==> src/sv/whp_pkg.sv <==
// ----------------------------------------------------------------------------
// whp_pkg
// Types, constants and helper functions shared by the MAC header parser.
// ----------------------------------------------------------------------------
package whp_pkg;

   // frame type codes
   localparam logic [1:0] FT_MGMT = 2'd0;
   localparam logic [1:0] FT_CTRL = 2'd1;
   localparam logic [1:0] FT_DATA = 2'd2;

   // control subtypes
   localparam logic [3:0] SUB_RTS    = 4'd11;
   localparam logic [3:0] SUB_BA_REQ = 4'd8;
   localparam logic [3:0] SUB_BA_RSP = 4'd9;

   // header lengths in bytes
   localparam logic [5:0] LEN_MGMT     = 6'd24;
   localparam logic [5:0] LEN_RTS      = 6'd16;
   localparam logic [5:0] LEN_CTRL     = 6'd10;
   localparam logic [5:0] LEN_DATA     = 6'd24;
   localparam logic [5:0] LEN_ADDR4    = 6'd6;
   localparam logic [5:0] LEN_QOS      = 6'd2;

   // byte offsets where each field ends
   localparam logic [5:0] END_CTL  = 6'd2;
   localparam logic [5:0] END_DUR  = 6'd4;
   localparam logic [5:0] END_A1   = 6'd10;
   localparam logic [5:0] END_A2   = 6'd16;
   localparam logic [5:0] END_A3   = 6'd22;
   localparam logic [5:0] END_SEQ  = 6'd24;
   localparam logic [5:0] END_A4   = 6'd30;

   // field select codes
   localparam logic [2:0] FLD_CTL = 3'd0;
   localparam logic [2:0] FLD_DUR = 3'd1;
   localparam logic [2:0] FLD_A1  = 3'd2;
   localparam logic [2:0] FLD_A2  = 3'd3;
   localparam logic [2:0] FLD_A3  = 3'd4;
   localparam logic [2:0] FLD_SEQ = 3'd5;
   localparam logic [2:0] FLD_A4  = 3'd6;
   localparam logic [2:0] FLD_QOS = 3'd7;

   // depth of the queue between front and back
   localparam int QUEUE_DEPTH = 4;

   typedef struct packed {
      logic [7:0] data_byte;
      logic       frame_start;
   } req_type;

   typedef struct packed {
      logic [15:0] fc_word;
      logic [15:0] duration_id;
      logic [47:0] address_one;
      logic [47:0] address_two;
      logic [47:0] address_three;
      logic [47:0] address_four;
      logic [3:0]  fragment_number;
      logic [11:0] sequence_number;
      logic [15:0] qos_word;
      logic [5:0]  header_bytes;
      logic        parse_status;
   } rsp_type;

   // one classified byte on its way from front to back
   typedef struct packed {
      logic [7:0] data_byte;
      logic [2:0] field;
      logic       start;
      logic       last;
      logic [5:0] header_bytes;
      logic       parse_status;
   } op_type;

   function automatic logic both_ds(input logic [15:0] fc);
      return fc[9:8] == 2'b11;
   endfunction

   function automatic logic [5:0] hdr_len(input logic [15:0] fc);
      logic [5:0] len;
      len = LEN_CTRL;
      case (fc[3:2])
         FT_MGMT: len = LEN_MGMT;
         FT_CTRL: len = (fc[7:4] == SUB_RTS) ? LEN_RTS : LEN_CTRL;
         FT_DATA: begin
            len = LEN_DATA;
            if (both_ds(fc)) len = len + LEN_ADDR4;
            if (fc[7]) len = len + LEN_QOS;
         end
         default: len = LEN_CTRL;
      endcase
      return len;
   endfunction

   function automatic logic hdr_unsupported(input logic [15:0] fc);
      return (fc[3:2] == FT_CTRL) &&
             ((fc[7:4] == SUB_BA_REQ) || (fc[7:4] == SUB_BA_RSP));
   endfunction

   function automatic logic [2:0] field_sel(input logic [5:0] idx, input logic ds);
      logic [2:0] f;
      if (idx < END_CTL)           f = FLD_CTL;
      else if (idx < END_DUR)      f = FLD_DUR;
      else if (idx < END_A1)       f = FLD_A1;
      else if (idx < END_A2)       f = FLD_A2;
      else if (idx < END_A3)       f = FLD_A3;
      else if (idx < END_SEQ)      f = FLD_SEQ;
      else if (ds && idx < END_A4) f = FLD_A4;
      else                         f = FLD_QOS;
      return f;
   endfunction

endpackage

==> src/sv/whp_front.sv <==
// ----------------------------------------------------------------------------
// whp_front
// Accepts frame bytes, tracks the byte position and frame control, and tags
// each byte with its target field and an end-of-header flag.
// ----------------------------------------------------------------------------
module whp_front (
   input  logic             clock,
   input  logic             reset,
   input  logic             fire,
   input  whp_pkg::req_type req_data,
   output logic             op_valid,
   output whp_pkg::op_type  op_data
);
   import whp_pkg::*;

   logic        active_ff, active_in;
   logic [5:0]  idx_ff, idx_in;
   logic [15:0] fc_ff, fc_in;

   logic        eff_active;
   logic [5:0]  eff_idx;
   logic [15:0] cur_fc;
   logic [5:0]  len;
   logic        last;

   // position of this byte, a start byte always opens a header
   assign eff_active = req_data.frame_start | active_ff;
   assign eff_idx    = req_data.frame_start ? 6'd0 : idx_ff;

   // frame control as known once this byte is in
   assign cur_fc = (eff_idx < END_CTL) ? {fc_ff[7:0], req_data.data_byte} : fc_ff;
   assign len    = hdr_len(cur_fc);
   assign last   = (eff_idx != 6'd0) && ((eff_idx + 6'd1) == len);

   // classified item toward the queue
   assign op_valid             = fire & eff_active;
   assign op_data.data_byte    = req_data.data_byte;
   assign op_data.field        = field_sel(eff_idx, both_ds(cur_fc));
   assign op_data.start        = req_data.frame_start;
   assign op_data.last         = last;
   assign op_data.header_bytes = len;
   assign op_data.parse_status = hdr_unsupported(cur_fc);

   // position and frame control tracking
   always_comb begin
      active_in = active_ff;
      idx_in    = idx_ff;
      fc_in     = fc_ff;
      if (op_valid) begin
         active_in = ~last;
         idx_in    = eff_idx + 6'd1;
         if (eff_idx < END_CTL) fc_in = cur_fc;
      end
   end

   always_ff @(posedge clock) begin
      if (reset) begin
         active_ff <= 1'b0;
         idx_ff    <= 6'd0;
      end else begin
         active_ff <= active_in;
         idx_ff    <= idx_in;
      end
      fc_ff <= fc_in;
   end

endmodule

==> src/sv/whp_queue.sv <==
// ----------------------------------------------------------------------------
// whp_queue
// Short first-in first-out queue of classified bytes between front and back.
// ----------------------------------------------------------------------------
module whp_queue #(
   parameter int DEPTH = whp_pkg::QUEUE_DEPTH
) (
   input  logic            clock,
   input  logic            reset,
   input  logic            push,
   input  whp_pkg::op_type push_data,
   input  logic            pop,
   output logic            full,
   output logic            not_empty,
   output whp_pkg::op_type head_data
);
   import whp_pkg::*;

   localparam int PW = (DEPTH > 1) ? $clog2(DEPTH) : 1;
   localparam int CW = $clog2(DEPTH + 1);
   localparam logic [PW-1:0] LAST_PTR = PW'(DEPTH - 1);

   op_type         slot_ff [DEPTH];
   logic [PW-1:0]  wr_ff, wr_in;
   logic [PW-1:0]  rd_ff, rd_in;
   logic [CW-1:0]  cnt_ff, cnt_in;

   assign full      = (cnt_ff == CW'(DEPTH));
   assign not_empty = (cnt_ff != '0);
   assign head_data = slot_ff[rd_ff];

   // pointer and fill count
   always_comb begin
      wr_in  = wr_ff;
      rd_in  = rd_ff;
      cnt_in = cnt_ff;
      if (push) wr_in = (wr_ff == LAST_PTR) ? '0 : wr_ff + 1'b1;
      if (pop)  rd_in = (rd_ff == LAST_PTR) ? '0 : rd_ff + 1'b1;
      if (push && !pop)      cnt_in = cnt_ff + 1'b1;
      else if (pop && !push) cnt_in = cnt_ff - 1'b1;
   end

   always_ff @(posedge clock) begin
      if (reset) begin
         wr_ff  <= '0;
         rd_ff  <= '0;
         cnt_ff <= '0;
      end else begin
         wr_ff  <= wr_in;
         rd_ff  <= rd_in;
         cnt_ff <= cnt_in;
      end
      if (push) slot_ff[wr_ff] <= push_data;
   end

endmodule

==> src/sv/whp_back.sv <==
// ----------------------------------------------------------------------------
// whp_back
// Shifts classified bytes into the header field registers and loads the
// result register when the last header byte is taken.
// ----------------------------------------------------------------------------
module whp_back (
   input  logic             clock,
   input  logic             reset,
   input  logic             op_ready,
   input  whp_pkg::op_type  op_data,
   output logic             pop,
   output logic             rsp_valid,
   input  logic             rsp_stall,
   output whp_pkg::rsp_type rsp_data
);
   import whp_pkg::*;

   logic [15:0] ctl_ff, ctl_in, dur_ff, dur_in, seq_ff, seq_in, qos_ff, qos_in;
   logic [47:0] a1_ff, a1_in, a2_ff, a2_in, a3_ff, a3_in, a4_ff, a4_in;
   logic [15:0] ctl_base, dur_base, seq_base, qos_base;
   logic [47:0] a1_base, a2_base, a3_base, a4_base;
   logic        out_valid_ff, out_valid_in;
   rsp_type     out_ff, out_in;
   logic        out_free;

   // a result item may only be loaded when the output register is empty or drains
   assign out_free = ~out_valid_ff | ~rsp_stall;
   assign pop      = op_ready & (~op_data.last | out_free);

   // start of a header clears every field
   always_comb begin
      ctl_base = op_data.start ? '0 : ctl_ff;
      dur_base = op_data.start ? '0 : dur_ff;
      seq_base = op_data.start ? '0 : seq_ff;
      qos_base = op_data.start ? '0 : qos_ff;
      a1_base  = op_data.start ? '0 : a1_ff;
      a2_base  = op_data.start ? '0 : a2_ff;
      a3_base  = op_data.start ? '0 : a3_ff;
      a4_base  = op_data.start ? '0 : a4_ff;
   end

   // shift the byte into its field
   always_comb begin
      ctl_in = ctl_base;
      dur_in = dur_base;
      seq_in = seq_base;
      qos_in = qos_base;
      a1_in  = a1_base;
      a2_in  = a2_base;
      a3_in  = a3_base;
      a4_in  = a4_base;
      case (op_data.field)
         FLD_CTL: ctl_in = {ctl_base[7:0], op_data.data_byte};
         FLD_DUR: dur_in = {dur_base[7:0], op_data.data_byte};
         FLD_A1:  a1_in  = {a1_base[39:0], op_data.data_byte};
         FLD_A2:  a2_in  = {a2_base[39:0], op_data.data_byte};
         FLD_A3:  a3_in  = {a3_base[39:0], op_data.data_byte};
         FLD_SEQ: seq_in = {seq_base[7:0], op_data.data_byte};
         FLD_A4:  a4_in  = {a4_base[39:0], op_data.data_byte};
         FLD_QOS: qos_in = {qos_base[7:0], op_data.data_byte};
         default: ctl_in = ctl_base;
      endcase
   end

   // result item assembled from the updated fields
   always_comb begin
      out_in.fc_word         = ctl_in;
      out_in.duration_id     = dur_in;
      out_in.address_one     = a1_in;
      out_in.address_two     = a2_in;
      out_in.address_three   = a3_in;
      out_in.address_four    = a4_in;
      out_in.fragment_number = seq_in[3:0];
      out_in.sequence_number = seq_in[15:4];
      out_in.qos_word        = qos_in;
      out_in.header_bytes    = op_data.header_bytes;
      out_in.parse_status    = op_data.parse_status;
   end

   // output valid tracking
   always_comb begin
      out_valid_in = out_valid_ff;
      if (out_valid_ff && !rsp_stall) out_valid_in = 1'b0;
      if (pop && op_data.last)        out_valid_in = 1'b1;
   end

   always_ff @(posedge clock) begin
      if (reset) begin
         out_valid_ff <= 1'b0;
      end else begin
         out_valid_ff <= out_valid_in;
      end
      if (pop) begin
         ctl_ff <= ctl_in;
         dur_ff <= dur_in;
         seq_ff <= seq_in;
         qos_ff <= qos_in;
         a1_ff  <= a1_in;
         a2_ff  <= a2_in;
         a3_ff  <= a3_in;
         a4_ff  <= a4_in;
      end
      if (pop && op_data.last) out_ff <= out_in;
   end

   assign rsp_valid = out_valid_ff;
   assign rsp_data  = out_ff;

endmodule

==> src/sv/wlan_mac_header_parser_unit.sv <==
// ----------------------------------------------------------------------------
// wlan_mac_header_parser_unit
// Parses a wireless MAC header from a byte stream and gives one result item
// per complete header.
// ----------------------------------------------------------------------------
// Usage: the req channel takes one frame byte per item, with frame_start set
// on the first header byte. Bytes outside a header (before any start or after
// the header end) are dropped. A start in mid-header drops the partial header.
// When the last header byte (10 to 32 bytes in) is taken, one item with all
// header fields appears on the rsp channel; absent fields read zero.
// Throughput: one byte per cycle while req_stall is low, set by the front
// classifier and the back field registers each handling one byte a cycle.
// Path: the last header byte is written into the queue, then loaded into the
// back result register when popped, once that register is empty or drains.
// Reset (synchronous) empties the queue, drops any result item and leaves the
// parser idle until the next start byte.
// Stall: a held result item blocks the back only at the next header end;
// bytes keep flowing into the queue, and req_stall rises once it is full.
// ----------------------------------------------------------------------------
module wlan_mac_header_parser_unit #(
   parameter int QUEUE_DEPTH = whp_pkg::QUEUE_DEPTH
) (
   input  logic             clock,
   input  logic             reset,
   input  logic             req_valid,
   output logic             req_stall,
   input  whp_pkg::req_type req_data,
   output logic             rsp_valid,
   input  logic             rsp_stall,
   output whp_pkg::rsp_type rsp_data
);
   import whp_pkg::*;

   logic   fire;
   logic   op_valid;
   op_type op_data;
   logic   q_full;
   logic   q_not_empty;
   logic   q_pop;
   op_type q_head;

   assign fire      = req_valid & ~req_stall;
   assign req_stall = q_full;

   // front: classify incoming bytes
   whp_front u_front (
      .clock    (clock),
      .reset    (reset),
      .fire     (fire),
      .req_data (req_data),
      .op_valid (op_valid),
      .op_data  (op_data)
   );

   // queue between front and back
   whp_queue #(
      .DEPTH (QUEUE_DEPTH)
   ) u_queue (
      .clock     (clock),
      .reset     (reset),
      .push      (op_valid),
      .push_data (op_data),
      .pop       (q_pop),
      .full      (q_full),
      .not_empty (q_not_empty),
      .head_data (q_head)
   );

   // back: build fields and the result item
   whp_back u_back (
      .clock     (clock),
      .reset     (reset),
      .op_ready  (q_not_empty),
      .op_data   (q_head),
      .pop       (q_pop),
      .rsp_valid (rsp_valid),
      .rsp_stall (rsp_stall),
      .rsp_data  (rsp_data)
   );

endmodule
==> config.mk <==
export PLATFORM = sky130hd
export DESIGN_NAME = wlan_mac_header_parser_unit
export DESIGN_NICKNAME = d
export VERILOG_FILES = /design/src/sv/whp_pkg.sv /design/src/sv/whp_front.sv /design/src/sv/whp_queue.sv /design/src/sv/whp_back.sv /design/src/sv/wlan_mac_header_parser_unit.sv
export SDC_FILE = /design/constraint.sdc
export NUM_CORES = 1
export LEC_CHECK = 0
export ABC_CLOCK_PERIOD_IN_PS = 29300
export BUFFER_PORTS_ARGS = -buffer_cell sky130_fd_sc_hd__buf_4
export CAP_MARGIN = 10
export CORE_MARGIN = 2
export CORE_UTILIZATION = 40
export CTS_BUF_LIST = sky130_fd_sc_hd__clkbuf_4
export DETAILED_ROUTE_END_ITERATION = 8
export GPL_ROUTABILITY_DRIVEN = 0
export MAX_ROUTING_LAYER = met4
export PLACE_DENSITY = 0.59
export RECOVER_POWER = 100
export SKIP_CTS_REPAIR_TIMING = 1
export SLEW_MARGIN = 20
export SYNTH_ARGS = -nofsm -noshare
export SYNTH_HDL_FRONTEND = slang
export SYNTH_SLANG_ARGS = --single-unit
==> constraint.sdc <==
create_clock -name clock -period 29.3 [get_ports clock]
set_input_delay 1.465 -clock clock [delete_from_list [all_inputs] [get_ports clock]]
set_output_delay 1.465 -clock clock [all_outputs]
set_load 0.01 [all_outputs]
==> impl_metrics.py, run 1 <==
metrics = {
    "outcome": {
        "outcome": "finished with violations",
        "violations": "max-capacitance violations, max-slew violations",
    },
    "power": {
        "p_int_uw": 2350,
        "switching_power_uw": 1330,
        "max-vdd-ir-drop_mv": 0.0835,
        "p_comb_share_pct": 29.3,
        "pwr_density_cell_mw_per_mm2": 134,
        "clkPwrFrac_pct": 20.4,
        "switching_share_pct": 36.2,
        "seq_power_share_pct": 50.3,
        "leakagePower_uw": 0.00956,
    },
    "logic_synthesis": {
        "syn-num-nets": 1632,
        "synth.most_common_cell": "edfxtp_1",
        "yosysSeqAreaShare_pct": 77.9,
        "synth_ff_type": "edfxtp_1",
        "syn_inst": 1608,
        "avgSynthCellArea_um2": 14.8,
        "synth-edff-count": 604,
        "syn_area_mm2": 0.0237,
        "ys_top_cells_by_count": "edfxtp_1, nand2_1, a21oi_1",
        "synth_area_leaders": "edfxtp_1, nand2_1, a21oi_1, mux2i_1, dfxtp_1",
        "synth_top_area_share_pct": 76.4,
        "synth.ff_latch_count": 621,
        "synth.distinct_cells": 55,
        "synthArstFlopShare_pct": 0,
        "yosysWarnings": 0,
        "synth_top_area_cell": "edfxtp_1",
    },
    "final_layout": {
        "syn_to_final_growth_pct": 16.0,
        "post-route-cell-area_mm2": 0.0275,
        "drive_above_1_share_pct": 14.6,
        "nets": 1999,
    },
    "cts": {
        "cts_buffer_depth": 3,
        "root_buffer": "clkbuf_4",
        "cts.clk_slew.worst_paths_ns": 0.07,
        "cts.htree.levels": 4,
        "cts_buffers": 164,
        "clk_latency_ns": 0.99,
        "tritoncts": "yes",
        "cts.sinks": 621,
    },
    "sta": {
        "fin_worst_skew_ns": 0.0561,
        "slew_viol_final": 829,
        "worst_pin_slew_ns": 9.32,
        "period_needed_ns": 15.02,
        "rsz0062_at_grt": "no",
        "whs_ns": 0.501,
        "fin_crit_sh_pct": 51.3,
        "fmax_mhz": 66.6,
        "hold_violations": 0,
        "finalSetupTns_ns": 0,
        "finalSetupViolations": 0,
        "max_slew_margin_pct": -522,
    },
    "global_routing": {
        "grt_pass1_vias": 14100,
        "grt_first_pass_wirelength_um": 81900,
        "grt_usage_pct": 18.3,
        "grt_max_degree": 166,
        "antenna_found_initial": 3,
        "grt_overflow": 0,
    },
    "setup_path": {
        "endpoint": "u_back.rsp_data[259]$_DFFE_PP_",
        "r2r-end": "u_back.rsp_data[259]$_DFFE_PP_",
        "worstPathArrival_ns": 15.50,
        "path_class": "reg2reg",
        "r2r_slack_ns": 14.28,
        "critPathMaxFanout": 72,
        "cp-end-kind": "flop",
        "critPathRequiredTime_ns": 29.78,
        "reg2regPathDepth": 7,
        "start_kind": "flop",
    },
    "drt": {
        "drt_iter0_markers": 1130,
        "avgViaCountPerCell": 5.01,
        "ant_nets": 0,
        "routedWlPerCell_um": 19.2,
        "wl_um": 55100,
        "num_vias": 14400,
        "drt-pass1-iter-count": 7,
        "drc": 0,
    },
    "floorplan": {
        "die_area_mm2": 0.0613,
        "ios": 278,
        "num_rows": 89,
        "die_w_um": 248,
        "start_util_pct": 40.4,
        "die_y_um": 248,
        "core_mm2": 0.0588,
    },
    "placement": {
        "place_area_mm2": 0.0265,
        "io_buffers": 276,
        "dpl.hpwl_um": 32000,
    },
    "job": {
        "maxCapViolCount": 17,
    },
    "min_path": {
        "hp-class": "reg2reg",
    },
}
logic make-up after synthesis:
family | after synthesis | share of synthesized area [%]
adder cells (fa/ha/maj) | 11 | 0.612
other | 1 | 0.0158
XOR/XNOR | 7 | 0.258
flip-flops | 621 | 77.9
AND/OR/NAND/NOR | 521 | 9.18
multiplexers | 91 | 4.46
buffers and inverters | 103 | 1.99
AO/OA/AOI/OAI | 253 | 5.61
power groups by stage:
| stage | clock, uW | sequential (uW) | combinational, uW |
|---|---|---|---|
| final | 752 | 1850 | 1080 |
| after global routing | 829 | 1900 | 1200 |
| after CTS | 782 | 1790 | 1260 |
| after detailed placement | 0 | 1810 | 1260 |
| after global placement | 0 | 1800 | 1240 |
| after floorplan | 0 | 2010 | 588 |
area by class of cell:
class,instances,area [um2]
Clock buffer,238,1790
Inverter,11,41.3
Timing Repair Buffer,293,1140
Fill cell,5429,31300
Tap cell,773,967
Antenna cell,4,10.0
Sequential cell,621,18500
Clock inverter,42,300
Multi-Input combinational cell,884,4790
per-stage QoR:
stage	total power (uW)	util (%)	setup WS, ns	std cells
finish	3680	46.8	14.28	2866
global route	3930	46.8	12.57	2865
CTS	3840	48.7	23.78	2861
detailed placement	3060	45.2	23.63	2581
global placement	3040	45.2	23.71	2581
floorplan	2600	-	6.35	1608
flip-flops by register name, summed over array words and instances, names as in the netlist, 6 cells and up, named ones only:
name	cells
u_back.a1_ff	48
u_back.a2_ff	48
u_back.a3_ff	48
u_back.a4_ff	48
u_back.ctl_ff	16
u_back.dur_ff	16
u_back.qos_ff	16
u_back.rsp_data	262
u_back.seq_ff	16
u_front.fc_ff	10
u_front.idx_ff	6
u_queue.slot_ff	76
worst max-delay path: stages, from the launching register on:
cell and delay (ns):
dfxtp_1 0.30, clkbuf_1 1.47, mux4_2 0.70, a31oi_1 0.23, and2_0 3.07, clkbuf_1 2.68, clkbuf_1 3.05, clkbuf_1 2.79
per-layer routing:
layer  wire, um  track usage, %  vias to the layer above
met3       4130            6.12                       80
met2      26000            27.1                      456
met1      24100            23.9                     7077
li1           -               -                     6744
met4        878            6.08                        0
met5          0               -                        -
worst min-delay path by stage:
stage | from | end | slack (ns) | depth (start not counted)
floorplan | u_queue.cnt_ff[2]$_SDFFE_PP0P_ | u_queue.cnt_ff[2]$_SDFFE_PP0P_ | 0.46 | 2
global route | u_queue.wr_ff[1]$_SDFFE_PP0P_ | u_queue.wr_ff[1]$_SDFFE_PP0P_ | 0.53 | 2
finish | u_queue.wr_ff[1]$_SDFFE_PP0P_ | u_queue.wr_ff[1]$_SDFFE_PP0P_ | 0.50 | 2
detailed placement | u_queue.wr_ff[1]$_SDFFE_PP0P_ | u_queue.wr_ff[1]$_SDFFE_PP0P_ | 0.50 | 2
global placement | u_queue.cnt_ff[2]$_SDFFE_PP0P_ | u_queue.cnt_ff[2]$_SDFFE_PP0P_ | 0.48 | 2
CTS | u_queue.wr_ff[1]$_SDFFE_PP0P_ | u_queue.wr_ff[1]$_SDFFE_PP0P_ | 0.51 | 2
placed cells by master, fill, tap and decap left out, types with 5 or more instances in the layout:
cell type / Yosys / routed
nand3_1: 53 / 53
nor2b_1: 6 / 6
inv_1: 10 / 11
clkinvlp_4: 0 / 7
clkinv_1: 0 / 23
clkinv_2: 0 / 5
o21ai_2: 0 / 8
clkbuf_4: 0 / 238
clkbuf_1: 46 / 282
nand2b_1: 5 / 6
buf_4: 5 / 11
a21oi_1: 173 / 174
nor3_1: 4 / 5
nand2_1: 364 / 364
edfxtp_1: 604 / 604
mux2_2: 17 / 13
ha_1: 10 / 10
nor2_1: 63 / 62
mux4_2: 10 / 10
o21ai_0: 51 / 57
dfxtp_1: 17 / 17
and2_0: 0 / 7
mux2i_1: 64 / 64
Note: power is estimated with default switching activity, not from simulation.
==> run 2: changes to the inputs <==
Settings changed: ABC_CLOCK_PERIOD_IN_PS 29300 to 12540, PLACE_DENSITY 0.59 to 0.61.
Clock period 29.3 ns to 12.54 ns, I/O delays scaled along.
==> impl_metrics.py, run 2 (synthesized netlist as in run 1, its figures left out) <==
metrics = {
    "sta": {
        "finalSetupViolations": 0,
        "period_needed_ns": 7.30,
        "whs_ns": 0.166,
        "rsz0062_at_grt": "no",
        "slew_viol_final": 612,
        "fin_crit_sh_pct": 58.2,
        "finalSetupTns_ns": 0,
        "hold_violations": 0,
        "max_slew_margin_pct": -200,
        "fin_worst_skew_ns": 0.0565,
        "fmax_mhz": 137,
        "setup_ws_ns": 5.24,
        "worst_pin_slew_ns": 4.50,
    },
    "drt": {
        "drt_iter0_markers": 1096,
        "drc": 0,
        "wl_um": 55000,
        "num_vias": 14300,
        "routedWlPerCell_um": 19.2,
        "drt-pass1-iter-count": 5,
        "ant_nets": 0,
        "avgViaCountPerCell": 5.01,
    },
    "floorplan": {
        "ios": 278,
        "num_rows": 89,
        "die_y_um": 248,
        "die_w_um": 248,
        "start_util_pct": 40.4,
        "die_area_mm2": 0.0613,
        "core_mm2": 0.0588,
    },
    "placement": {
        "pre_cts_ws_ns": 7.93,
        "io_buffers": 276,
        "dpl.hpwl_um": 32000,
    },
    "job": {
        "maxCapViolCount": 15,
    },
    "global_routing": {
        "grt_usage_pct": 18.2,
        "grt_overflow": 0,
        "grt_first_pass_wirelength_um": 81100,
        "grt_pass1_vias": 14100,
        "grt_max_degree": 181,
        "antenna_found_initial": 1,
    },
    "final_layout": {
        "nets": 2005,
        "final_cell_mix": "edfxtp_1, nand2_1, clkbuf_1",
        "fill_cells": 5447,
        "largest_reg_flops": 262,
        "syn_to_final_growth_pct": 16.3,
        "final_common_cell": "edfxtp_1",
        "drive_above_1_share_pct": 14.0,
    },
    "power": {
        "power_uw": 8500,
        "pwr_density_cell_mw_per_mm2": 308,
        "leakagePower_uw": 0.00959,
        "max-vdd-ir-drop_mv": 0.157,
    },
    "min_path": {
        "worst_hold_path.endpoint": "u_front.active_ff$_SDFFE_PP0P_",
        "worstHoldStart": "req_valid",
        "min_path_cells": 3,
        "hp-class": "in2reg",
    },
    "setup_path": {
        "cp_slowest_stage_delay_ns": 3.20,
        "critPathMostFrequentCell": "clkbuf_1",
        "slowest_stage": "clkbuf_1",
        "path_cells": "clkbuf_1 -> mux4_2 -> a31oi_1 -> buf_12 -> clkbuf_1",
        "reg2regPathDepth": 5,
        "critPathRequiredTime_ns": 12.98,
        "r2r_slack_ns": 5.24,
        "worstPathArrival_ns": 7.74,
        "path_class": "reg2reg",
        "r2r-end": "u_back.a3_ff[4]$_DFFE_PP_",
        "critPathMaxFanout": 180,
        "cp-end-kind": "flop",
        "start_kind": "flop",
    },
    "cts": {
        "clk_latency_ns": 0.96,
        "cts.sinks": 621,
        "root_buffer": "clkbuf_4",
        "cts_buffer_depth": 3,
        "tritoncts": "yes",
        "cts_buffers": 161,
        "cts.clk_slew.worst_paths_ns": 0.07,
        "cts.htree.levels": 4,
    },
    "outcome": {
        "violations": "max-capacitance violations, max-slew violations",
        "outcome": "finished with violations",
    },
}
## run 2: changes by cell type in the layout (fill, tap and decap cells not counted), sizes merged
cell / change
clkbuf: -17
dlygate4sd3: +11
clkinv: +4
clkinvlp: -4
bufinv: +2
diode: -2
inv: +2
buf: +1
## run 2: how the worst max path moves through the flow
| stage | start | end | slack (ns) | depth (start not counted) |
|---|---|---|---|---|
| finish | flop | u_back.a3_ff[4]$_DFFE_PP_ | 5.24 | 5 |
| global route | flop | u_back.a3_ff[7]$_DFFE_PP_ | 4.42 | 5 |
| CTS | flop | u_back.rsp_data[224]$_DFFE_PP_ | 7.91 | 6 |
| detailed placement | flop | u_back.rsp_data[180]$_DFFE_PP_ | 7.93 | 6 |
| global placement | flop | u_back.rsp_data[180]$_DFFE_PP_ | 7.97 | 6 |
| floorplan | flop | u_back.rsp_data[0]$_DFFE_PP_ | 0.16 | 4 |
## run 2: cell type report
| type | instances | area (um2) | area share (%) |
|---|---|---|---|
| inverter | 11 | 41.3 | 0.150 |
| clock buffer | 224 | 1680 | 6.10 |
| tap | 773 | 967 | 3.51 |
| sequential | 621 | 18500 | 67.0 |
| multi-input combinational | 884 | 4770 | 17.3 |
| timing repair buffer | 302 | 1260 | 4.58 |
| clock inverter | 46 | 379 | 1.37 |
| antenna | 2 | 5.00 | 0.0181 |
## run 2: layer usage
metal	global-route usage, %	part of all wire [%]	vias to the layer above
li1	-	-	6734
met1	23.3	44	7019
met2	26.9	47	483
met3	5.54	6.8	94
met4	7.26	2.5	0
met5	-	0	-
## run 2: metrics by stage
stage               cell area [um2]  std cells  utilization [%]
floorplan                     23700       1608                -
global placement              26500       2580             45.1
detailed placement            26500       2580             45.1
CTS                           28600       2850             48.6
global route                  27600       2863             46.9
finish                        27600       2863             46.9
## run 2: power by group
group          switching, uW  leakage (uW)  total (uW)  internal [uW]
registers                388       0.00610        4210           3820
logic                   1930       0.00228        2540            612
clock network            799       0.00120        1750            949
## run 2: worst max-delay path: cells and delay by family (launching register included)
| family | cells | cell delay (ns) |
|---|---|---|
| DFF | 1 | 0.30 |
| muxes | 1 | 0.68 |
| AOI/OAI and AO/OA | 1 | 0.35 |
| buffers and inverters | 3 | 5.33 |
